### config.mk
export PLATFORM = sky130hd
export DESIGN_NAME = ttl_keyed_cache_consume_on_hit_core
export DESIGN_NICKNAME = d
export VERILOG_FILES = /design/src/rtl/core/tkc_pkg.sv /design/src/rtl/core/tkc_cell.sv /design/src/rtl/core/ttl_keyed_cache_consume_on_hit_core.sv
export SDC_FILE = /design/constraint.sdc
export NUM_CORES = 2
export LEC_CHECK = 0
export BUFFER_PORTS_ARGS = -buffer_cell sky130_fd_sc_hd__buf_2
export CORE_ASPECT_RATIO = 1.2
export CORE_UTILIZATION = 59
export DETAILED_ROUTE_END_ITERATION = 12
export GPL_ROUTABILITY_DRIVEN = 0
export GPL_TIMING_DRIVEN = 0
export PLACE_DENSITY = 0.77
export SYNTH_ARGS = -nofsm -noshare
export SYNTH_HDL_FRONTEND = slang
export SYNTH_HIERARCHICAL = 1
export SYNTH_SLANG_ARGS = --single-unit
### constraint.sdc
create_clock -name clk -period 47.8 [get_ports clk]
set_input_delay 4.78 -clock clk [delete_from_list [all_inputs] [get_ports clk]]
set_output_delay 4.78 -clock clk [all_outputs]
set_load 0.01 [all_outputs]
### src/rtl/core/tkc_pkg.sv
`timescale 1ns / 1ps

package tkc_pkg;

    localparam int KEY_W    = 64;
    localparam int KIND_W   = 2;
    localparam int HANDLE_W = 32;
    localparam int COUNT_W  = 8;
    localparam int TIME_W   = 32;
    localparam int STATUS_W = 2;
    localparam int LIVE_W   = 4;
    localparam int CFG_IDX_W = 1;
    localparam int CFG_DATA_W = 32;

    // Widest live count the saturation logic handles (ENTRIES up to 127).
    localparam int LIVE_EXT_W = 7;

    localparam logic [TIME_W-1:0]  TTL_RESET       = 32'd60000;
    localparam logic [COUNT_W-1:0] MAX_COUNT_RESET = 8'd64;
    localparam logic [LIVE_W-1:0]  LIVE_MAX        = 4'd15;

    localparam logic OP_STORE = 1'b0;
    localparam logic OP_TAKE  = 1'b1;

    localparam logic [KIND_W-1:0] KIND_TV      = 2'd0;
    localparam logic [KIND_W-1:0] KIND_CHANNEL = 2'd1;

    localparam logic [STATUS_W-1:0] STAT_MISS   = 2'd0;
    localparam logic [STATUS_W-1:0] STAT_HIT    = 2'd1;
    localparam logic [STATUS_W-1:0] STAT_STORED = 2'd2;
    localparam logic [STATUS_W-1:0] STAT_REJECT = 2'd3;

    localparam logic [CFG_IDX_W-1:0] CFG_TTL_MS    = 1'd0;
    localparam logic [CFG_IDX_W-1:0] CFG_MAX_COUNT = 1'd1;

endpackage

### src/rtl/core/tkc_cell.sv
`timescale 1ns / 1ps

module tkc_cell #(
    parameter int INDEX = 0,
    parameter int IDX_W = 3,
    parameter int CNT_W = 4
) (
    input  logic                       clk,
    input  logic                       rst_n,
    input  logic [tkc_pkg::TIME_W-1:0] ttl_ms,
    input  logic [IDX_W+CNT_W+2*tkc_pkg::TIME_W+tkc_pkg::KEY_W
                  +tkc_pkg::HANDLE_W+tkc_pkg::COUNT_W+2*IDX_W+6-1:0] pkt_in,
    output logic [IDX_W+CNT_W+2*tkc_pkg::TIME_W+tkc_pkg::KEY_W
                  +tkc_pkg::HANDLE_W+tkc_pkg::COUNT_W+2*IDX_W+6-1:0] pkt_out,
    input  logic [2*IDX_W-IDX_W+tkc_pkg::KEY_W+tkc_pkg::HANDLE_W
                  +tkc_pkg::COUNT_W+tkc_pkg::TIME_W+3-1:0]           cmt_in
);
    import tkc_pkg::*;

    typedef struct packed {
        logic                vld;
        logic                store;
        logic                look;
        logic [KEY_W-1:0]    key;
        logic                kind;
        logic [TIME_W-1:0]   now;
        logic                hit;
        logic [IDX_W-1:0]    hit_idx;
        logic [HANDLE_W-1:0] hit_handle;
        logic [COUNT_W-1:0]  hit_count;
        logic                free;
        logic [IDX_W-1:0]    free_idx;
        logic [IDX_W-1:0]    old_idx;
        logic [TIME_W-1:0]   old_stamp;
        logic [CNT_W-1:0]    live;
    } pkt_t;

    typedef struct packed {
        logic                wr_en;
        logic                clr_en;
        logic [IDX_W-1:0]    slot;
        logic [KEY_W-1:0]    key;
        logic                kind;
        logic [HANDLE_W-1:0] handle;
        logic [COUNT_W-1:0]  count;
        logic [TIME_W-1:0]   stamp;
    } cmt_t;

    localparam logic [IDX_W-1:0] MY_IDX = IDX_W'(INDEX);

    pkt_t pin;
    pkt_t pkt_reg;
    pkt_t pkt_next;
    pkt_t pout;
    cmt_t cmt;

    logic                vld_reg;
    logic                valid_reg;
    logic                valid_next;
    logic [KEY_W-1:0]    key_reg;
    logic                kind_reg;
    logic [HANDLE_W-1:0] handle_reg;
    logic [COUNT_W-1:0]  count_reg;
    logic [TIME_W-1:0]   stamp_reg;

    logic [TIME_W-1:0]   age;
    logic [TIME_W-1:0]   stamp_diff;
    logic                expired;
    logic                alive;
    logic                match;
    logic                sel_me;

    assign pin     = pkt_t'(pkt_in);
    assign cmt     = cmt_t'(cmt_in);
    assign pkt_out = pout;

    always_comb
    begin
        pout     = pkt_reg;
        pout.vld = vld_reg;
    end

    assign age        = pin.now - stamp_reg;
    assign stamp_diff = stamp_reg - pin.old_stamp;
    assign expired    = pin.vld && valid_reg && (age > ttl_ms);
    assign alive      = valid_reg && !expired;
    assign match      = alive && pin.look && (key_reg == pin.key) && (kind_reg == pin.kind);
    assign sel_me     = (cmt.slot == MY_IDX);

    always_comb
    begin
        pkt_next = pin;
        if (pin.vld)
        begin
            // later matches win, as the lookup keeps the last hit
            if (match)
            begin
                pkt_next.hit        = 1'b1;
                pkt_next.hit_idx    = MY_IDX;
                pkt_next.hit_handle = handle_reg;
                pkt_next.hit_count  = count_reg;
            end
            if (!alive && !pin.free)
            begin
                pkt_next.free     = 1'b1;
                pkt_next.free_idx = MY_IDX;
            end
            // strictly older by wrapping difference; ties keep the lower slot
            if (INDEX == 0 || stamp_diff[TIME_W-1])
            begin
                pkt_next.old_idx   = MY_IDX;
                pkt_next.old_stamp = stamp_reg;
            end
            if (alive)
            begin
                pkt_next.live = pin.live + CNT_W'(1);
            end
        end
    end

    always_comb
    begin
        valid_next = valid_reg;
        if (cmt.wr_en && sel_me)
        begin
            valid_next = 1'b1;
        end
        else if (cmt.clr_en && sel_me)
        begin
            valid_next = 1'b0;
        end
        else if (expired)
        begin
            valid_next = 1'b0;
        end
    end

    always_ff @(posedge clk or negedge rst_n)
    begin
        if (!rst_n)
        begin
            valid_reg <= 1'b0;
            vld_reg   <= 1'b0;
        end
        else
        begin
            valid_reg <= valid_next;
            vld_reg   <= pkt_next.vld;
        end
    end

    always_ff @(posedge clk)
    begin
        pkt_reg.vld        <= 1'b0;
        pkt_reg.store      <= pkt_next.store;
        pkt_reg.look       <= pkt_next.look;
        pkt_reg.key        <= pkt_next.key;
        pkt_reg.kind       <= pkt_next.kind;
        pkt_reg.now        <= pkt_next.now;
        pkt_reg.hit        <= pkt_next.hit;
        pkt_reg.hit_idx    <= pkt_next.hit_idx;
        pkt_reg.hit_handle <= pkt_next.hit_handle;
        pkt_reg.hit_count  <= pkt_next.hit_count;
        pkt_reg.free       <= pkt_next.free;
        pkt_reg.free_idx   <= pkt_next.free_idx;
        pkt_reg.old_idx    <= pkt_next.old_idx;
        pkt_reg.old_stamp  <= pkt_next.old_stamp;
        pkt_reg.live       <= pkt_next.live;
        if (cmt.wr_en && sel_me)
        begin
            key_reg    <= cmt.key;
            kind_reg   <= cmt.kind;
            handle_reg <= cmt.handle;
            count_reg  <= cmt.count;
            stamp_reg  <= cmt.stamp;
        end
    end

endmodule

### src/rtl/core/ttl_keyed_cache_consume_on_hit_core.sv
`timescale 1ns / 1ps
// A request is registered at the head, walks the cell chain one cell per cycle,
// is captured in the tail register and commits once the result register is free;
// a new request is accepted only after that commit (in_ready is low until then).
// Reset (async, active low): all entries invalid, ttl_ms = 60000, max_count = 64,
// no result pending. Config writes are accepted every cycle.
module ttl_keyed_cache_consume_on_hit_core #(
    parameter int ENTRIES = 8
) (
    input  logic                            clk,
    input  logic                            rst_n,
    input  logic                            in_valid,
    output logic                            in_ready,
    input  logic                            opcode,
    input  logic [tkc_pkg::KEY_W-1:0]       key,
    input  logic [tkc_pkg::KIND_W-1:0]      kind,
    input  logic [tkc_pkg::HANDLE_W-1:0]    handle,
    input  logic [tkc_pkg::COUNT_W-1:0]     count,
    input  logic [tkc_pkg::TIME_W-1:0]      now_ms,
    output logic                            out_valid,
    input  logic                            out_ready,
    output logic [tkc_pkg::STATUS_W-1:0]    status,
    output logic [tkc_pkg::HANDLE_W-1:0]    out_handle,
    output logic [tkc_pkg::COUNT_W-1:0]     out_count,
    output logic [tkc_pkg::LIVE_W-1:0]      live_entries,
    input  logic                            cfg_valid,
    output logic                            cfg_ready,
    input  logic [tkc_pkg::CFG_IDX_W-1:0]   cfg_index,
    input  logic [tkc_pkg::CFG_DATA_W-1:0]  cfg_data
);
    import tkc_pkg::*;

    localparam int IDX_W = (ENTRIES > 1) ? $clog2(ENTRIES) : 1;
    localparam int CNT_W = $clog2(ENTRIES + 1);

    typedef struct packed {
        logic                vld;
        logic                store;
        logic                look;
        logic [KEY_W-1:0]    key;
        logic                kind;
        logic [TIME_W-1:0]   now;
        logic                hit;
        logic [IDX_W-1:0]    hit_idx;
        logic [HANDLE_W-1:0] hit_handle;
        logic [COUNT_W-1:0]  hit_count;
        logic                free;
        logic [IDX_W-1:0]    free_idx;
        logic [IDX_W-1:0]    old_idx;
        logic [TIME_W-1:0]   old_stamp;
        logic [CNT_W-1:0]    live;
    } pkt_t;

    typedef struct packed {
        logic                wr_en;
        logic                clr_en;
        logic [IDX_W-1:0]    slot;
        logic [KEY_W-1:0]    key;
        logic                kind;
        logic [HANDLE_W-1:0] handle;
        logic [COUNT_W-1:0]  count;
        logic [TIME_W-1:0]   stamp;
    } cmt_t;

    typedef enum logic [1:0] {
        ST_IDLE,
        ST_SCAN,
        ST_COMMIT
    } state_t;

    state_t state_reg;

    logic [TIME_W-1:0]  ttl_reg;
    logic [COUNT_W-1:0] max_count_reg;

    logic               head_vld_reg;
    pkt_t               head_reg;
    pkt_t               head_pkt;
    pkt_t               chain [0:ENTRIES-1];
    pkt_t               tail_reg;
    logic               rej_reg;
    logic [HANDLE_W-1:0] req_handle_reg;
    logic [COUNT_W-1:0] req_count_reg;

    logic               out_valid_reg;
    logic [STATUS_W-1:0] status_reg;
    logic [HANDLE_W-1:0] out_handle_reg;
    logic [COUNT_W-1:0] out_count_reg;
    logic [LIVE_W-1:0]  live_reg;

    logic               accept;
    logic               reject;
    logic               commit_fire;
    cmt_t               cmt;
    logic [STATUS_W-1:0] res_status;
    logic [HANDLE_W-1:0] res_handle;
    logic [COUNT_W-1:0] res_count;
    logic [CNT_W-1:0]   res_live;
    logic [LIVE_EXT_W-1:0] live_ext;
    logic [LIVE_W-1:0]  live_sat;

    assign in_ready     = (state_reg == ST_IDLE);
    assign accept       = in_valid && in_ready;
    assign cfg_ready    = 1'b1;
    assign out_valid    = out_valid_reg;
    assign status       = status_reg;
    assign out_handle   = out_handle_reg;
    assign out_count    = out_count_reg;
    assign live_entries = live_reg;

    assign reject = (key == '0) || (kind > KIND_CHANNEL) || (count == '0)
                    || (count > max_count_reg);

    always_comb
    begin
        head_pkt     = head_reg;
        head_pkt.vld = head_vld_reg;
    end

    for (genvar i = 0; i < ENTRIES; i++)
    begin : g_cell
        if (i == 0)
        begin : g_first
            tkc_cell #(
                .INDEX (i),
                .IDX_W (IDX_W),
                .CNT_W (CNT_W)
            ) u_cell (
                .clk     (clk),
                .rst_n   (rst_n),
                .ttl_ms  (ttl_reg),
                .pkt_in  (head_pkt),
                .pkt_out (chain[i]),
                .cmt_in  (cmt)
            );
        end
        else
        begin : g_next
            tkc_cell #(
                .INDEX (i),
                .IDX_W (IDX_W),
                .CNT_W (CNT_W)
            ) u_cell (
                .clk     (clk),
                .rst_n   (rst_n),
                .ttl_ms  (ttl_reg),
                .pkt_in  (chain[i-1]),
                .pkt_out (chain[i]),
                .cmt_in  (cmt)
            );
        end
    end

    assign commit_fire = (state_reg == ST_COMMIT) && (!out_valid_reg || out_ready);

    always_comb
    begin
        cmt.wr_en  = 1'b0;
        cmt.clr_en = 1'b0;
        cmt.slot   = tail_reg.old_idx;
        cmt.key    = tail_reg.key;
        cmt.kind   = tail_reg.kind;
        cmt.handle = req_handle_reg;
        cmt.count  = req_count_reg;
        cmt.stamp  = tail_reg.now;
        res_status = STAT_MISS;
        res_handle = '0;
        res_count  = '0;
        res_live   = tail_reg.live;
        if (tail_reg.store)
        begin
            if (rej_reg)
            begin
                res_status = STAT_REJECT;
            end
            else
            begin
                res_status = STAT_STORED;
                cmt.wr_en  = commit_fire;
                if (tail_reg.hit)
                begin
                    cmt.slot = tail_reg.hit_idx;
                end
                else if (tail_reg.free)
                begin
                    cmt.slot = tail_reg.free_idx;
                    res_live = tail_reg.live + CNT_W'(1);
                end
            end
        end
        else if (tail_reg.hit)
        begin
            res_status = STAT_HIT;
            res_handle = tail_reg.hit_handle;
            res_count  = tail_reg.hit_count;
            cmt.slot   = tail_reg.hit_idx;
            cmt.clr_en = commit_fire;
            res_live   = tail_reg.live - CNT_W'(1);
        end
    end

    assign live_ext = LIVE_EXT_W'(res_live);
    assign live_sat = (live_ext > LIVE_EXT_W'(LIVE_MAX)) ? LIVE_MAX : live_ext[LIVE_W-1:0];

    always_ff @(posedge clk or negedge rst_n)
    begin
        if (!rst_n)
        begin
            ttl_reg       <= TTL_RESET;
            max_count_reg <= MAX_COUNT_RESET;
        end
        else if (cfg_valid && cfg_ready)
        begin
            unique case (cfg_index)
                CFG_TTL_MS:    ttl_reg       <= cfg_data;
                CFG_MAX_COUNT: max_count_reg <= cfg_data[COUNT_W-1:0];
            endcase
        end
    end

    always_ff @(posedge clk or negedge rst_n)
    begin
        if (!rst_n)
        begin
            state_reg     <= ST_IDLE;
            head_vld_reg  <= 1'b0;
            out_valid_reg <= 1'b0;
        end
        else
        begin
            head_vld_reg <= 1'b0;
            unique case (state_reg)
                ST_IDLE:
                begin
                    if (accept)
                    begin
                        head_vld_reg <= 1'b1;
                        state_reg    <= ST_SCAN;
                    end
                end
                ST_SCAN:
                begin
                    if (chain[ENTRIES-1].vld)
                    begin
                        state_reg <= ST_COMMIT;
                    end
                end
                ST_COMMIT:
                begin
                    if (commit_fire)
                    begin
                        state_reg <= ST_IDLE;
                    end
                end
                default:
                begin
                    state_reg <= ST_IDLE;
                end
            endcase
            if (commit_fire)
            begin
                out_valid_reg <= 1'b1;
            end
            else if (out_ready)
            begin
                out_valid_reg <= 1'b0;
            end
        end
    end

    always_ff @(posedge clk)
    begin
        if (accept)
        begin
            head_reg.vld        <= 1'b0;
            head_reg.store      <= (opcode == OP_STORE);
            head_reg.look       <= (key != '0) && (kind <= KIND_CHANNEL);
            head_reg.key        <= key;
            head_reg.kind       <= kind[0];
            head_reg.now        <= now_ms;
            head_reg.hit        <= 1'b0;
            head_reg.hit_idx    <= '0;
            head_reg.hit_handle <= '0;
            head_reg.hit_count  <= '0;
            head_reg.free       <= 1'b0;
            head_reg.free_idx   <= '0;
            head_reg.old_idx    <= '0;
            head_reg.old_stamp  <= '0;
            head_reg.live       <= '0;
            rej_reg             <= reject;
            req_handle_reg      <= handle;
            req_count_reg       <= count;
        end
        if (chain[ENTRIES-1].vld)
        begin
            tail_reg <= chain[ENTRIES-1];
        end
        if (commit_fire)
        begin
            status_reg     <= res_status;
            out_handle_reg <= res_handle;
            out_count_reg  <= res_count;
            live_reg       <= live_sat;
        end
    end

endmodule

==> results.cfg <==
[run_status]
outcome = complete, but fails checks
violations = design-rule violations

[detailed_routing]
route.detailed.drc = 10
routed_via_density = 6.100
drt-total-wl_um = 340900
dr_total_vias = 75150
drtIter0Drc = 8150
post_drt_wl_per_cell_um = 27.68
antenna_left = 0
drt-pass1-iter-count = 12

[power]
p_int_uw = 4638
p_switching_uw = 1760
pwr-share-seq_pct = 48.5
power_frac_comb_pct = 15.1
pwr-share-clk_pct = 36.4
max-vdd-ir-drop_v = 0.00004435
p_leak_uw = 0.05623
power.density_mw_per_mm2 = 47.99
swShare_pct = 27.50

[synth]
synth.avg_cell_area_um2 = 13.40
synth_warnings = 6
synthesis.instances = 8795
synth_area_mm2 = 0.1179

[sta]
period_minus_slack_ns = 7.777
fin_skew_ns = 0.09037
maxSlewViolCount = 0
tightest_slew_ns = 1.399
period_share_pct = 16.27
max_freq_mhz = 128.6
rsz0062_at_grt = no
tns_ns = 0
slew_headroom_pct = 6.013
hold_viol_final = 0
setup_viol = 0

[global_routing]
overflow = 0
grt_max_degree = 90
first_global_vias = 75840
grt_use_total_pct = 33.37
grt_pass1_wl_um = 488800
grt_antenna_before_repair = 47

[run]
drv_cap = 0

[worst_setup_path]
critPathLaunchType = register
rr_worst_depth = 18
cp_max_fo = 10
endpoint_kind = register
setup.worst_path.class = register to register
required_ns = 48.65
cp.arrival_ns = 8.62

[clocking]
clockBufferDepth = 4
cts_max_level = 5
clk_pin_slew_ns = 0.07
cts_tree = built
cts_hold_buf = 0
numCtsBuffers = 291
ctsResizeCount = 0
cts_post_setup_buffers_inserted = 0
clock-root-buffer = clkbuf_16
cts.sinks = 2950
clk_latency_ns = 0.97

[placement]
port_buffers = 224
dp_hpwl_um = 245100
placed_cell_area_mm2 = 0.1236

[layout]
layout-drive-gt1-share_pct = 14.04
layout_common_cells = dfxtp_1, edfxtp_1, inv_1
area_growth_pct = 13.12
nets = 10380
design_area_mm2 = 0.1333
utilization_pct = 67.19
largest_reg_flops = 1269
final_common_cell = dfxtp_1

[floorplanning]
core-area_mm2 = 0.1984
fp.dieArea_mm2 = 0.2016
ioPinCount = 226
initial_core_util_pct = 59.40
rows = 179
die_x_um = 410.0
die_h_um = 491.6

[worst_hold_path]
min_path_type = register to register
min_path_cells = 0
[worst max-delay path: stages (launching register included)]
cell and delay (ns):
edfxtp_1 0.66, ha_1 0.48, nand3_1 0.34, nor3_1 0.80
o21ai_0 0.18, a21oi_1 0.78, o21ai_0 0.32, a31oi_1 0.37
xor2_1 0.14, ha_1 0.32, nand4_1 0.11, nor2_1 0.23
and3_1 0.62, or4b_2 0.87, nand3_1 0.17, a21o_1 0.22
nand4_4 0.42, buf_6 0.36, mux2_4 0.20
[routing by layer]
| metal | routed length, um | global-route usage (%) |
|---|---|---|
| met5 | 244 | 0 |
| met4 | 30470 | 25.14 |
| met3 | 33240 | 7.577 |
| met2 | 158500 | 53.99 |
| met1 | 118500 | 38.72 |
[power groups by stage]
| stage | Combinational (uW) | Clock [uW] | Sequential (uW) |
|---|---|---|---|
| after floorplan | 648 | 0 | 3030 |
| final | 968 | 2330 | 3100 |
| after CTS | 940 | 2340 | 3100 |
| after global placement | 882 | 0 | 3140 |
| after detailed placement | 926 | 0 | 3140 |
| after global routing | 1040 | 2440 | 3120 |
[final timing paths]
check | start | to | slack [ns]
max | head_pkt[104] | g_cell[0].g_first.u_cell/pkt_out[56] | 40.02
min | g_cell[2].g_next.u_cell/pkt_out[97] | g_cell[3].g_next.u_cell/pkt_out[97] | 0.31
max reg2reg | head_pkt[104] | g_cell[0].g_first.u_cell/pkt_out[56] | 40.02
min reg2reg | g_cell[2].g_next.u_cell/pkt_out[97] | g_cell[3].g_next.u_cell/pkt_out[97] | 0.31
max in group asynchronous | rst_n | ttl_reg[27] | 43.44
min in group asynchronous | rst_n | ttl_reg[8] | 3.68
[cell type report]
cell class | count | area (um^2)
fill | 13380 | 65100
buffer | 133 | 854.6
clock buffer | 391 | 8351
tap | 2624 | 3283
inverter | 1041 | 3908
sequential | 2950 | 73730
clock inverter | 125 | 1300
multi-input combinational | 4762 | 39820
timing repair buffer | 279 | 2048
antenna | 14 | 35.03
[per-stage QoR]
stage,setup WS (ns),power [uW],cells,hold WS (ns)
after floorplan,28.55,3678,8886,0.3096
after global placement,17.26,4026,11730,0.3122
after detailed placement,39.52,4068,11790,0.3128
after CTS,39.94,6376,12300,0.3092
after global routing,40.02,6599,12310,0.3249
final,40.02,6398,12320,0.3097
Note: power is estimated with default switching activity, not from simulation.
